==> src/sv/mfs_pkg.sv <==
// mfs_pkg: shared types, register indexes and compare helper for the
// motor fault supervisor. No dependencies.
`default_nettype none
package mfs_pkg;

  localparam int CFG_IDX_W  = 3;
  localparam int CFG_DATA_W = 16;

  typedef enum logic [CFG_IDX_W-1:0] {
    REG_SPIN_SPEED_LIMIT    = 3'd0,
    REG_SPIN_TICK_LIMIT     = 3'd1,
    REG_TILT_LIMIT          = 3'd2,
    REG_LEVEL_WINDOW        = 3'd3,
    REG_STILL_DELTA         = 3'd4,
    REG_CHECK_INTERVAL      = 3'd5,
    REG_STILL_CHECKS_NEEDED = 3'd6
  } cfg_reg_t;

  typedef struct packed {
    logic [14:0] spin_speed_limit;
    logic [15:0] spin_tick_limit;
    logic [15:0] tilt_limit;
    logic [15:0] level_window;
    logic [15:0] still_delta;
    logic [15:0] check_interval;
    logic [7:0]  still_checks_needed;
  } cfg_t;

  typedef struct packed {
    logic signed [15:0] left_pulses;
    logic signed [15:0] right_pulses;
    logic signed [16:0] tilt_angle;
    logic               setpoint_is_zero;
  } item_t;

  typedef struct packed {
    logic clear_position;
    logic tilt_fault;
    logic spin_fault;
  } res_t;

  // true when -lim < v < lim
  function automatic logic within_f(input logic signed [19:0] v,
                                    input logic [16:0] lim);
    logic signed [19:0] l;
    l = signed'({3'b000, lim});
    return (v > -l) && (v < l);
  endfunction

endpackage
`default_nettype wire

==> src/sv/motor_fault_supervisor_top.sv <==
// motor_fault_supervisor_top: input register, supervisor core, result register.
// Path: the accepted input word is held in the input register, then its result
// in the result register.
// Throughput: one word per cycle; the input register drains into the result
// register whenever that is empty or being taken.
// Reset (synchronous, rst_n low): valids drop, config returns to defaults,
// supervisor state clears to zero. Depends on mfs_pkg, mfs_cfg, mfs_core.
`default_nettype none
module motor_fault_supervisor_top
  import mfs_pkg::*;
(
  input  wire logic                  clk,
  input  wire logic                  rst_n,
  input  wire logic                  in_tvalid,
  output      logic                  in_tready,
  // left_pulses[15:0], right_pulses[31:16], tilt_angle[48:32],
  // setpoint_is_zero[49], zero fill [55:50]
  input  wire logic [55:0]           in_tdata,
  output      logic                  out_tvalid,
  input  wire logic                  out_tready,
  // spin_fault[0], tilt_fault[1], clear_position[2], zero fill [7:3]
  output      logic [7:0]            out_tdata,
  input  wire logic                  cfg_wr_en,
  input  wire logic [CFG_IDX_W-1:0]  cfg_index,
  input  wire logic [CFG_DATA_W-1:0] cfg_wdata
);

  cfg_t  cfg;
  item_t item_r;
  logic  s1_valid_r;
  logic  out_valid_r;
  res_t  res;
  res_t  res_r;
  logic  adv;

  assign adv       = s1_valid_r && (!out_valid_r || out_tready);
  assign in_tready = !s1_valid_r || adv;

  mfs_cfg u_cfg (
    .clk      (clk),
    .rst_n    (rst_n),
    .wr_en    (cfg_wr_en),
    .wr_index (cfg_index),
    .wr_data  (cfg_wdata),
    .cfg      (cfg)
  );

  mfs_core u_core (
    .clk   (clk),
    .rst_n (rst_n),
    .step  (adv),
    .item  (item_r),
    .cfg   (cfg),
    .res   (res)
  );

  always_ff @(posedge clk) begin
    if (!rst_n) begin
      s1_valid_r  <= 1'b0;
      out_valid_r <= 1'b0;
    end else begin
      if (in_tready) s1_valid_r <= in_tvalid;
      if (adv) begin
        out_valid_r <= 1'b1;
      end else if (out_tready) begin
        out_valid_r <= 1'b0;
      end
    end
  end

  always_ff @(posedge clk) begin
    if (in_tvalid && in_tready) begin
      item_r.left_pulses      <= in_tdata[15:0];
      item_r.right_pulses     <= in_tdata[31:16];
      item_r.tilt_angle       <= in_tdata[48:32];
      item_r.setpoint_is_zero <= in_tdata[49];
    end
    if (adv) res_r <= res;
  end

  assign out_tvalid = out_valid_r;
  assign out_tdata  = {5'b00000, res_r};

  // a clearing word never reports the fault still set
  a_clear_drops_fault: assert property (@(posedge clk) disable iff (!rst_n)
    out_valid_r |-> !(res_r.clear_position && res_r.spin_fault))
    else $error("clear_position with spin_fault set");

  // an empty input stage always takes a word
  a_ready_when_empty: assert property (@(posedge clk) disable iff (!rst_n)
    !s1_valid_r |-> in_tready)
    else $error("input stage empty but not ready");

  // a word in the input stage with the result side free moves on
  a_stage_moves: assert property (@(posedge clk) disable iff (!rst_n)
    (s1_valid_r && !out_valid_r) |=> out_valid_r)
    else $error("input stage word did not reach result register");

endmodule
`default_nettype wire

==> src/sv/mfs_cfg.sv <==
// mfs_cfg: configuration register file with reset defaults.
// Depends on mfs_pkg.
`default_nettype none
module mfs_cfg
  import mfs_pkg::*;
(
  input  wire logic                  clk,
  input  wire logic                  rst_n,
  input  wire logic                  wr_en,
  input  wire logic [CFG_IDX_W-1:0]  wr_index,
  input  wire logic [CFG_DATA_W-1:0] wr_data,
  output cfg_t                       cfg
);

  cfg_t cfg_r, cfg_nxt;

  always_comb begin
    cfg_nxt = cfg_r;
    if (wr_en) begin
      unique case (cfg_reg_t'(wr_index))
        REG_SPIN_SPEED_LIMIT:    cfg_nxt.spin_speed_limit    = wr_data[14:0];
        REG_SPIN_TICK_LIMIT:     cfg_nxt.spin_tick_limit     = wr_data;
        REG_TILT_LIMIT:          cfg_nxt.tilt_limit          = wr_data;
        REG_LEVEL_WINDOW:        cfg_nxt.level_window        = wr_data;
        REG_STILL_DELTA:         cfg_nxt.still_delta         = wr_data;
        REG_CHECK_INTERVAL:      cfg_nxt.check_interval      = wr_data;
        REG_STILL_CHECKS_NEEDED: cfg_nxt.still_checks_needed = wr_data[7:0];
        default: ;
      endcase
    end
  end

  always_ff @(posedge clk) begin
    if (!rst_n) begin
      cfg_r.spin_speed_limit    <= 15'd30;
      cfg_r.spin_tick_limit     <= 16'd50;
      cfg_r.tilt_limit          <= 16'd7680;
      cfg_r.level_window        <= 16'd1280;
      cfg_r.still_delta         <= 16'd205;
      cfg_r.check_interval      <= 16'd50;
      cfg_r.still_checks_needed <= 8'd4;
    end else begin
      cfg_r <= cfg_nxt;
    end
  end

  assign cfg = cfg_r;

endmodule
`default_nettype wire

==> src/sv/mfs_core.sv <==
// mfs_core: supervisor state (spin run, level ticks, still checks) and the
// per-tick next-state and result logic. Depends on mfs_pkg.
`default_nettype none
module mfs_core
  import mfs_pkg::*;
(
  input  wire logic  clk,
  input  wire logic  rst_n,
  input  wire logic  step,
  input  wire item_t item,
  input  wire cfg_t  cfg,
  output res_t       res
);

  logic [15:0]        spin_run_r, spin_run_nxt;
  logic               spin_flag_r, spin_flag_nxt;
  logic [15:0]        level_cnt_r, level_cnt_nxt;
  logic [7:0]         still_cnt_r, still_cnt_nxt;
  logic signed [16:0] last_angle_r, last_angle_nxt;

  logic signed [16:0] sl;
  logic signed [19:0] angle20;
  logic signed [19:0] delta20;
  logic               same_fast;
  logic               upright;
  logic               level;
  logic               still;
  logic [15:0]        run_inc;
  logic [15:0]        level_inc;
  logic [7:0]         still_inc;
  logic               clear;

  always_comb begin
    sl        = signed'({2'b00, cfg.spin_speed_limit});
    angle20   = 20'(item.tilt_angle);
    delta20   = 20'(item.tilt_angle) - 20'(last_angle_r);
    same_fast = (17'(item.left_pulses) > sl && 17'(item.right_pulses) > sl) ||
                (17'(item.left_pulses) < -sl && 17'(item.right_pulses) < -sl);
    upright   = within_f(angle20, {1'b0, cfg.tilt_limit});
    level     = within_f(angle20, {1'b0, cfg.level_window});
    still     = within_f(delta20, {1'b0, cfg.still_delta});
    run_inc   = spin_run_r + 16'd1;
    level_inc = level_cnt_r + 16'd1;
    still_inc = still_cnt_r + 8'd1;

    spin_run_nxt   = 16'd0;
    spin_flag_nxt  = spin_flag_r;
    level_cnt_nxt  = level_cnt_r;
    still_cnt_nxt  = still_cnt_r;
    last_angle_nxt = last_angle_r;
    clear          = 1'b0;

    // free-spin detection
    if (item.setpoint_is_zero && same_fast && upright) begin
      if (run_inc > cfg.spin_tick_limit) begin
        spin_flag_nxt = 1'b1;
      end else begin
        spin_run_nxt = run_inc;
      end
    end

    // landing detection sees a fault raised on this tick
    if (spin_flag_nxt) begin
      if (level) begin
        if (level_inc >= cfg.check_interval) begin
          level_cnt_nxt  = 16'd0;
          last_angle_nxt = item.tilt_angle;
          if (still) begin
            if (still_inc >= cfg.still_checks_needed) begin
              still_cnt_nxt = 8'd0;
              clear         = 1'b1;
              spin_flag_nxt = 1'b0;
            end else begin
              still_cnt_nxt = still_inc;
            end
          end else begin
            still_cnt_nxt = 8'd0;
          end
        end else begin
          level_cnt_nxt = level_inc;
        end
      end else begin
        level_cnt_nxt = 16'd0;
        still_cnt_nxt = 8'd0;
      end
    end

    res.spin_fault     = spin_flag_nxt;
    res.tilt_fault     = !within_f(angle20, 17'({1'b0, cfg.tilt_limit}) + 17'd1);
    res.clear_position = clear;
  end

  always_ff @(posedge clk) begin
    if (!rst_n) begin
      spin_run_r   <= '0;
      spin_flag_r  <= 1'b0;
      level_cnt_r  <= '0;
      still_cnt_r  <= '0;
      last_angle_r <= '0;
    end else if (step) begin
      spin_run_r   <= spin_run_nxt;
      spin_flag_r  <= spin_flag_nxt;
      level_cnt_r  <= level_cnt_nxt;
      still_cnt_r  <= still_cnt_nxt;
      last_angle_r <= last_angle_nxt;
    end
  end

endmodule
`default_nettype wire
==> config.mk <==
export PLATFORM = sky130hd
export DESIGN_NAME = motor_fault_supervisor_top
export DESIGN_NICKNAME = d
export VERILOG_FILES = /design/src/sv/mfs_pkg.sv /design/src/sv/motor_fault_supervisor_top.sv /design/src/sv/mfs_cfg.sv /design/src/sv/mfs_core.sv
export SDC_FILE = /design/constraint.sdc
export NUM_CORES = 1
export LEC_CHECK = 0
export BUFFER_PORTS_ARGS = -buffer_cell sky130_fd_sc_hd__buf_2
export CORE_MARGIN = 2
export CORE_UTILIZATION = 45
export DETAILED_ROUTE_END_ITERATION = 16
export MAX_ROUTING_LAYER = met4
export PLACE_DENSITY = 0.72
export SLEW_MARGIN = 20
export SYNTH_ARGS = -nofsm -noshare
export SYNTH_HDL_FRONTEND = slang
export SYNTH_SLANG_ARGS = --single-unit
==> constraint.sdc <==
create_clock -name clk -period 5.4 [get_ports clk]
set_input_delay 0.81 -clock clk [delete_from_list [all_inputs] [get_ports clk]]
set_output_delay 0.81 -clock clk [all_outputs]
set_load 0.005 [all_outputs]
==> results of run 1 <==
metal layers:
| layer | routed length (um) | track usage | vias up |
|---|---|---|---|
| met2 | 20400 | 0.384 | 329 |
| met1 | 19800 | 0.293 | 6838 |
| met3 | 2130 | 0.0302 | 75 |
| met4 | 1160 | 0.0629 | 0 |
| met5 | 0 | - | - |
| li1 | - | - | 7184 |
through the flow:
stage / hold WS (ns) / setup TNS (ns) / instances / setup WS (ns)
detailed placement: 0.453 / 0 / 2488 / 0.431
global placement: 0.443 / 0 / 2488 / 0.542
finish: 0.412 / 0 / 2536 / 0.423
global route: 0.394 / -0.00702 / 2536 / -0.00702
CTS: 0.392 / 0 / 2534 / 0.399
floorplan: 0.435 / 0 / 1981 / 0.977
kinds of logic (layout without fill, tap and decap cells):
| kind of cell | Yosys count | in the layout | synth area share |
|---|---|---|---|
| multiplexers | 21 | 21 | 0.0129 |
| adder cells (fa/ha/maj) | 267 | 267 | 0.199 |
| XOR/XNOR | 131 | 131 | 0.0683 |
| AO/OA/AOI/OAI | 440 | 440 | 0.187 |
| other | 1 | 7 | 0.000223 |
| flip-flops | 216 | 216 | 0.289 |
| buffers and inverters | 229 | 314 | 0.0546 |
| AND/OR/NAND/NOR | 672 | 672 | 0.189 |
final timing paths:
kind                        endpoint  slack (ns)  cells after the start
max reg2reg    u_core.still_cnt_r[4]        0.42                     21
min reg2reg  u_core.last_angle_r[15]        0.46                      2
min                       item_r[26]        0.41                      1
max            u_core.still_cnt_r[4]        0.42                     21
power by group through the flow:
stage	Sequential (mW)	Combinational, mW	Clock [mW]
final	1.75	0.608	1.82
after global routing	1.75	0.686	1.92
after CTS	1.75	0.604	1.86
after detailed placement	1.78	0.599	0
after global placement	1.78	0.573	0
after floorplan	1.77	0.412	0
synthesized netlist by cell type (21+ instances only):
cell type and n:
a21oi_1 96, a21boi_0 84, xnor2_1 96, nand2_1 310
and3_1 23, xor2_1 35, a21o_1 37, dfxtp_1 163
ha_1 266, clkbuf_1 49, nor4_1 21, nor2b_1 26
inv_1 163, nand3_1 57, o21ai_0 46, nor3_1 32
o211ai_1 52, nor2_1 85, nand4_1 43, edfxtp_1 53
cell type report:
class,instances,area share
clock inverter,17,0.0109
antenna,2,0.000269
clock buffer,29,0.0367
timing repair buffer,103,0.0312
sequential,216,0.261
inverter,165,0.0333
tap,468,0.0314
multi-input combinational,1536,0.596
state kept, by name, indices dropped and copies added, names as in the netlist:
| name | count |
|---|---|
| u_cfg.cfg | 103 |
| item_r | 50 |
| u_core.last_angle_r | 17 |
| u_core.level_cnt_r | 16 |
| u_core.spin_run_r | 16 |
| u_core.still_cnt_r | 8 |
| out_tdata | 3 |
| out_tvalid | 1 |
| s1_valid_r | 1 |
| u_core.spin_flag_r | 1 |
==> flow_metrics.tcl, run 1 <==
set metrics [dict create \
    die-area_mm2 0.0389 \
    path_clk_slew_ns 0.06 \
    dr.first_iter.drc_count 857 \
    start_util 0.458 \
    ys.flop_type "dfxtp_1" \
    slew_viol_final 0 \
    fp-row-count 70 \
    netSwitchingFraction 0.279 \
    finish.utilization 0.508 \
    hp-class "in -> reg" \
    arrival_ns 5.48 \
    cts_max_path_buffers 3 \
    ir_drop_mv 0.247 \
    fmax_mhz 201 \
    port_buffers 78 \
    crit_start "item_r[1]" \
    powerDensity_mw_per_mm2 225 \
    synth-warning-count 0 \
    cts_resized 0 \
    path_cells "inv_1, ha_1, nor2b_1, o2111ai_1, nand2_1, a31oi_1, o21bai_1, a21oi_1, o21bai_1, a21oi_1, xnor2_1, ha_1, a21oi_1, o21a_1, nand2_1, o21ai_0, o211ai_1, a2111oi_4, nand3_4, or4_1, nand3_1" \
    synth.avg_cell_area_um2 8.50 \
    postPlaceCellArea_mm2 0.0177 \
    post_drt_via_cell_ratio 5.69 \
    min_from "in_tdata[24]" \
    hpwlAfterDp_um 32700 \
    pwr-share-clk 0.436 \
    die_w_um 197 \
    firstDrtPassIters 5 \
    finalWirelength_um 43600 \
    grt-ovfl-total 0 \
    multi_input_area_mm2 0.0111 \
    critPathMaxFanout 8 \
    critical-path-max-stage-delay_ns 0.48 \
    setup_viol 0 \
    wl_per_cell_um 17.2 \
    status "completed" \
    fin_nets 2394 \
    synth_seq_cells 216 \
    start_kind "flop" \
    worst_pin_slew_ns 1.08 \
    cts_made_buffers 25 \
    areaGrowthSynthToFinish_pct 10.8 \
    crit_slowest_cell "a2111oi_4" \
    die_y_um 197 \
    track_usage 0.230 \
    cp_top_family "compound AO/OA/AOI/OAI gates" \
    combinationalPowerShare 0.145 \
    cell_internal_pwr_mw 3.02 \
    cts_root_buf "clkbuf_16" \
    seqCellArea_mm2 0.00485 \
    synthesis.area_mm2 0.0168 \
    core_mm2 0.0367 \
    syn_inst 1977 \
    cp.required_ns 5.90 \
    period_share 0.922 \
    place_congestion 0.920 \
    cp_common_cell "a21oi_1" \
    cts_hold_buffers 0 \
    cts_sinks 216 \
    rsz0062_at_grt "yes" \
    worstSetupPathType "reg -> reg" \
    synth_edf_count 53 \
    fin_skew_ns 0.0222 \
    yosysTopAreaCell "ha_1" \
    seqPwrFrac 0.419 \
    drive_gt1_frac 0.0881 \
    hold_violations 0 \
    yosysUniqueCellTypes 85 \
    final_design_area_no_fill_mm2 0.0186 \
    p_switching_mw 1.16 \
    synthDominantCellAreaShare 0.198 \
    grt_pass1_wl_um 70700 \
    clock_latency_ns 0.57 \
    final_common_cell "nand2_1" \
    max_cap_viol_count 0 \
    ant_nets 0 \
    n_fill_cell 3376 \
    postSynth.asyncResetShare 0 \
    crit_buf_inv 1 \
    first_global_vias 14000 \
    num_vias 14400 \
    power_mw 4.18 \
    yosysSeqAreaShare 0.289 \
    post_cts_buffers 0 \
    final_cell_mix "nand2_1 (310), ha_1 (266), inv_1 (163), dfxtp_1 (163)" \
    endpoint_kind "flop" \
    cts_tree "done" \
    power_leakage_nw 7.76 \
    synth_area_leaders "ha_1 (20%), dfxtp_1 (19%), edfxtp_1 (9.5%)" \
    num_io_pins 90 \
    slew_headroom 0.282 \
    antenna_found_initial 2 \
    period_minus_slack_ns 4.98 \
    rr_startpoint "item_r[1]" \
    htree_num_levels 1 \
    grt_max_degree 109 \
    drc 0 \
]
Power figures use the tool's default switching activity.
==> run 2, diff against run 1 <==
GPL_TIMING_DRIVEN = 0   (was default)
PLACE_DENSITY = 0.74   (was 0.72)
clock period = 4.4 ns   (was 5.4 ns; I/O delays follow)
==> run 2 against run 1 <==
Effect of this change:
- sequential share of layout area shrank 1.8 points
- the flow now finishes with violations (setup timing)
- via count grew 4.6%
- critical path type unchanged
- clock power grew 34%
- cell count grew 4.0%
- maximum frequency increased by 11%
- non-clock buffer count up 97
- largest cell class unchanged
- largest power group unchanged
==> flow_metrics.tcl, run 2 (synthesis gave the netlist of run 1 again) <==
set metrics [dict create \
    grt-ovfl-total 0 \
    dp_cells 2525 \
    rr_startpoint "item_r[1]" \
    num_io_pins 90 \
    track_usage 0.245 \
    place_congestion 0.918 \
    power_leakage_nw 8.36 \
    max_cap_viol_count 0 \
    critPathMaxFanout 8 \
    min_from "in_tdata[14]" \
    fin_skew_ns 0.0139 \
    whs_endpoint "item_r[48]" \
    worstSetupPathType "reg -> reg" \
    cts_root_buf "clkbuf_16" \
    reg2reg_to "u_core.still_cnt_r[2]" \
    grt_max_degree 51 \
    final_design_area_no_fill_mm2 0.0201 \
    ir_drop_mv 0.294 \
    n_fill_cell 3250 \
    gr-max-usage-layer "met2" \
    grt_pass1_wl_um 74400 \
    met2_usage 0.400 \
    min_path_cells 1 \
    post_drt_via_cell_ratio 5.72 \
    port_buffers 76 \
    period_share 1.01 \
    fmax_mhz 224 \
    finish.utilization 0.548 \
    antenna_found_initial 3 \
    firstDrtPassIters 6 \
    drc 0 \
    setup_viol 6 \
    num_vias 15100 \
    powerDensity_mw_per_mm2 270 \
    violations "setup timing" \
    die_y_um 197 \
    stdcell_count 2637 \
    place_ws_ns -0.818 \
    dr.first_iter.drc_count 1007 \
    die_w_um 197 \
    htree_num_levels 1 \
    largest_reg_flops 103 \
    hold_slack_ns 0.252 \
    wl_per_cell_um 18.2 \
    core_mm2 0.0367 \
    grtUsageMet1 0.311 \
    cts_sinks 216 \
    cts_hold_buffers 0 \
    first_global_vias 14600 \
    finalWirelength_um 47900 \
    fin_nets 2493 \
    cp.required_ns 4.90 \
    cts_max_path_buffers 3 \
    drive_gt1_frac 0.171 \
    die-area_mm2 0.0389 \
    hpwlAfterDp_um 34500 \
    postPlaceCellArea_mm2 0.0178 \
    start_kind "flop" \
    slew_headroom 0.364 \
    clock_latency_ns 0.58 \
    period_minus_slack_ns 4.46 \
    fin_ws_ns -0.0639 \
    r2r_slack_ns -0.06 \
    hp-class "in -> reg" \
    slew_viol_final 0 \
    final_cell_mix "nand2_1 (304), ha_1 (257), inv_1 (160)" \
    r2r_cells 20 \
    power_mw 5.43 \
    path_clk_slew_ns 0.06 \
    tns_ns -0.192 \
    final_common_cell "nand2_1" \
    fp-row-count 70 \
    arrival_ns 4.97 \
    grt.met3_usage 0.0330 \
    status "finished with violations" \
    start_util 0.458 \
    ant_nets 0 \
    rsz0062_at_grt "yes" \
    hold_violations 0 \
    areaGrowthSynthToFinish_pct 19.7 \
    cts_made_buffers 27 \
    endpoint_kind "flop" \
    cts_tree "done" \
    worst_pin_slew_ns 0.954 \
]
==> run 2: timing repair <==
action,CTS,global route
endpoints found under the setup margin,61,57
buffers inserted,37,25
hold endpoints to repair,0,0
gates resized for setup,79,121
pin swaps,34,33
gates cloned,1,0
==> run 2: worst max-delay path by stage <==
stage | start | endpoint | slack, ns | depth (start not counted)
after floorplan | item_r[4] | u_core.still_cnt_r[4] | 0.03 | 20
after global placement | item_r[4] | u_core.still_cnt_r[4] | -0.76 | 20
after detailed placement | item_r[4] | u_core.still_cnt_r[4] | -0.82 | 20
after CTS | item_r[1] | u_core.still_cnt_r[4] | -0.04 | 19
after global routing | item_r[1] | u_core.still_cnt_r[4] | -0.28 | 19
final | item_r[1] | u_core.still_cnt_r[2] | -0.06 | 20
==> run 2: cell type report <==
type                            count  area (um2)  area share
Inverter                          165         626      0.0311
Clock buffer                       35         771      0.0383
Tap cell                          468         586      0.0291
Clock inverter                     14         200     0.00995
Buffer                             61         307      0.0152
Antenna cell                        3        7.51    0.000373
Timing Repair Buffer              139         877      0.0436
Multi-Input combinational cell   1536       11900       0.590
Sequential cell                   216        4880       0.243
==> run 2: report_power, final <==
part / leakage (nW) / switching [mW] / internal (mW) / total (mW)
Clock: 0.487 / 0.955 / 1.48 / 2.44
Combinational: 6.03 / 0.484 / 0.348 / 0.832
Sequential: 1.84 / 0.0695 / 2.09 / 2.16
Total: 8.36 / 1.51 / 3.92 / 5.43
==> run 2: per-layer routing <==
layer  part of all wire  vias to the layer above
li1                   -                     7400
met1               0.44                     7146
met2               0.47                      446
met3              0.057                       99
met4              0.034                        0
met5                  0                        -
==> run 2: worst max-delay path: stages (launching register included) <==
cell       delay [ns]
edfxtp_1         0.40
inv_4            0.06
ha_4             0.17
fa_2             0.41
nand2b_4         0.17
a2111oi_4        0.42
nor2_2           0.10
nor2_1           0.12
a31o_2           0.18
nand3_1          0.10
nand2_2          0.12
xor2_2           0.19
ha_1             0.28
a21o_1           0.18
a21oi_2          0.14
o211ai_1         0.20
a2111oi_4        0.46
nand3_4          0.19
buf_6            0.17
o41ai_4          0.20
o21bai_1         0.14
==> run 3, diff against run 2 <==
CORE_ASPECT_RATIO = 0.6   (was default)
==> run 3 against run 2 <==
Effect of this change:
- the flow still finishes with violations (setup timing)
- final area up 0.14%
- first-iteration DRC count grew 44%
- count of clock-buffer cells in the layout is 4 lower
- sequential cell count unchanged
- clock power shrank 8.6%
- non-clock buffer count is 3 lower
- total power down 3.0%
- combinational power increased by 4.3%
- wire length is 8.6% higher
- worst setup slack got worse by 0.076 ns
- register-to-register slack got worse by 0.08 ns
- cell count up 1.1%
- highest routed layer unchanged
==> flow_metrics.tcl, run 3 (synthesis gave the netlist of run 1 again) <==
set metrics [dict create \
    status "finished with violations" \
    violations "setup timing" \
    cts_max_path_buffers 3 \
    hpwlAfterDp_um 38000 \
    finalWirelength_um 52000 \
    fmax_mhz 220 \
    postPlaceCellArea_mm2 0.0179 \
    port_buffers 76 \
    htree_num_levels 1 \
    setup_viol 23 \
    die_w_um 254 \
    die-area_mm2 0.0390 \
    min_from "in_tdata[27]" \
    fin_ws_ns -0.140 \
    critPathMaxFanout 6 \
    drc 0 \
    core_mm2 0.0366 \
    num_vias 15500 \
    rr_startpoint "u_cfg.cfg[41]" \
    fin_nets 2489 \
    final_cell_mix "nand2_1 (304), ha_1 (256), inv_1 (160)" \
    seqPwrFrac 0.411 \
    endpoint_kind "flop" \
    die_y_um 154 \
    slew_viol_final 0 \
    largest_reg_flops 103 \
    crit_slowest_cell "or3b_4" \
    fin_skew_ns 0.0185 \
    final_design_area_no_fill_mm2 0.0201 \
    combinationalPowerShare 0.165 \
    power_leakage_nw 8.30 \
    path_cells "inv_1, ha_1, nand2_2, or3_4, nor4_4, xnor2_1, ha_1, nand4_1, nor4_4, nand4_1, o211ai_1, mux2i_4, or3b_4, o211ai_1, buf_4, nand2_8, buf_8, a21oi_1" \
    pwr-share-clk 0.424 \
    min_path_cells 1 \
    crit_buf_inv 3 \
    grt_pass1_wl_um 79100 \
    dp_cells 2562 \
    worstSetupPathType "reg -> reg" \
    cell_internal_pwr_mw 3.74 \
    whs_endpoint "item_r[29]" \
    dr.first_iter.drc_count 1448 \
    start_kind "flop" \
    period_minus_slack_ns 4.54 \
    cts_sinks 216 \
    num_io_pins 90 \
    powerDensity_mw_per_mm2 261 \
    period_share 1.03 \
    cts_root_buf "clkbuf_16" \
    tns_ns -2.58 \
    hold_violations 0 \
    r2r_slack_ns -0.14 \
    cts_made_buffers 24 \
    grt_max_degree 29 \
    antenna_found_initial 1 \
    grt-ovfl-total 0 \
    track_usage 0.263 \
    start_util 0.460 \
    cp.required_ns 4.91 \
    path_clk_slew_ns 0.07 \
    ir_drop_mv 0.292 \
    areaGrowthSynthToFinish_pct 19.9 \
    finish.utilization 0.551 \
    stdcell_count 2665 \
    place_congestion 0.947 \
    netSwitchingFraction 0.289 \
    arrival_ns 5.05 \
    cts_tree "done" \
    place_ws_ns -0.916 \
    ant_nets 0 \
    critical-path-max-stage-delay_ns 0.45 \
    drive_gt1_frac 0.172 \
    worst_pin_slew_ns 0.973 \
    wl_per_cell_um 19.5 \
    first_global_vias 14600 \
    final_common_cell "nand2_1" \
    max_cap_viol_count 0 \
    clock_latency_ns 0.57 \
    cp_top_family "simple AND/OR/NAND/NOR gates" \
    fp-row-count 54 \
    hp-class "in -> reg" \
    p_switching_mw 1.52 \
    post_drt_via_cell_ratio 5.83 \
    rsz0062_at_grt "yes" \
    firstDrtPassIters 6 \
    r2r_cells 18 \
    cts_hold_buffers 0 \
    reg2reg_to "u_core.level_cnt_r[14]" \
    slew_headroom 0.346 \
    worstSetupPathDepth 18 \
]
[run 3: stage by stage]
step | total power, mW | hold slack, ns
global route | 5.46 | 0.240
finish | 5.26 | 0.261
floorplan | 2.68 | 0.435
global placement | 2.91 | 0.443
detailed placement | 2.94 | 0.446
CTS | 5.20 | 0.242
[run 3: worst max-delay path by stage]
stage,start,end,slack (ns)
2_1_floorplan,item_r[4],u_core.still_cnt_r[4],0.03
3_5_place_dp,u_cfg.cfg[58],u_core.level_cnt_r[15],-0.92
5_1_grt,u_cfg.cfg[41],u_core.level_cnt_r[12],-0.29
4_1_cts,u_cfg.cfg[90],u_core.last_angle_r[15],0.002
3_3_place_gp,item_r[4],u_core.still_cnt_r[4],-0.82
6_report,u_cfg.cfg[41],u_core.level_cnt_r[14],-0.14
[run 3: per-layer routing]
metal / GRT usage / routed length [um]
met4: 0.0620 / 1250
met3: 0.0510 / 4700
met2: 0.373 / 21600
met5: - / 0
met1: 0.380 / 24500
[run 3: worst register-to-register path: cells and delay by family, from the launching register on]
family / cells / cell delay, ns
XOR/XNOR: 1 / 0.13
buffers and inverters: 3 / 0.59
adder cells (fa/ha/maj): 2 / 0.57
AND/OR/NAND/NOR: 8 / 2.03
flip-flops: 1 / 0.35
AO/OA/AOI/OAI: 3 / 0.68
multiplexers: 1 / 0.12
[run 3: repair_timing]
action,4_1_cts,5_1_grt
cloned,2,2
pin swaps,30,74
buffers inserted,27,33
resized for setup,79,131
endpoints found under the setup margin,61,61
[run 3: power groups by stage]
stage	logic [mW]	registers (mW)	clock network, mW
after detailed placement	0.735	2.21	0
after global placement	0.696	2.21	0
after floorplan	0.506	2.17	0
final	0.868	2.16	2.23
after global routing	0.955	2.17	2.34
after CTS	0.786	2.16	2.26
[run 3: area by class of cell]
class                   instances  area (um2)
diodes                          1        2.50
plain buffers                  58         298
clock buffers                  31         689
clock inverters                13         171
fillers                      3257       16400
inverters                     165         622
multi-input cells            1538       11900
flip-flops and latches        216        4880
well taps                     504         631
repair buffers                139         910
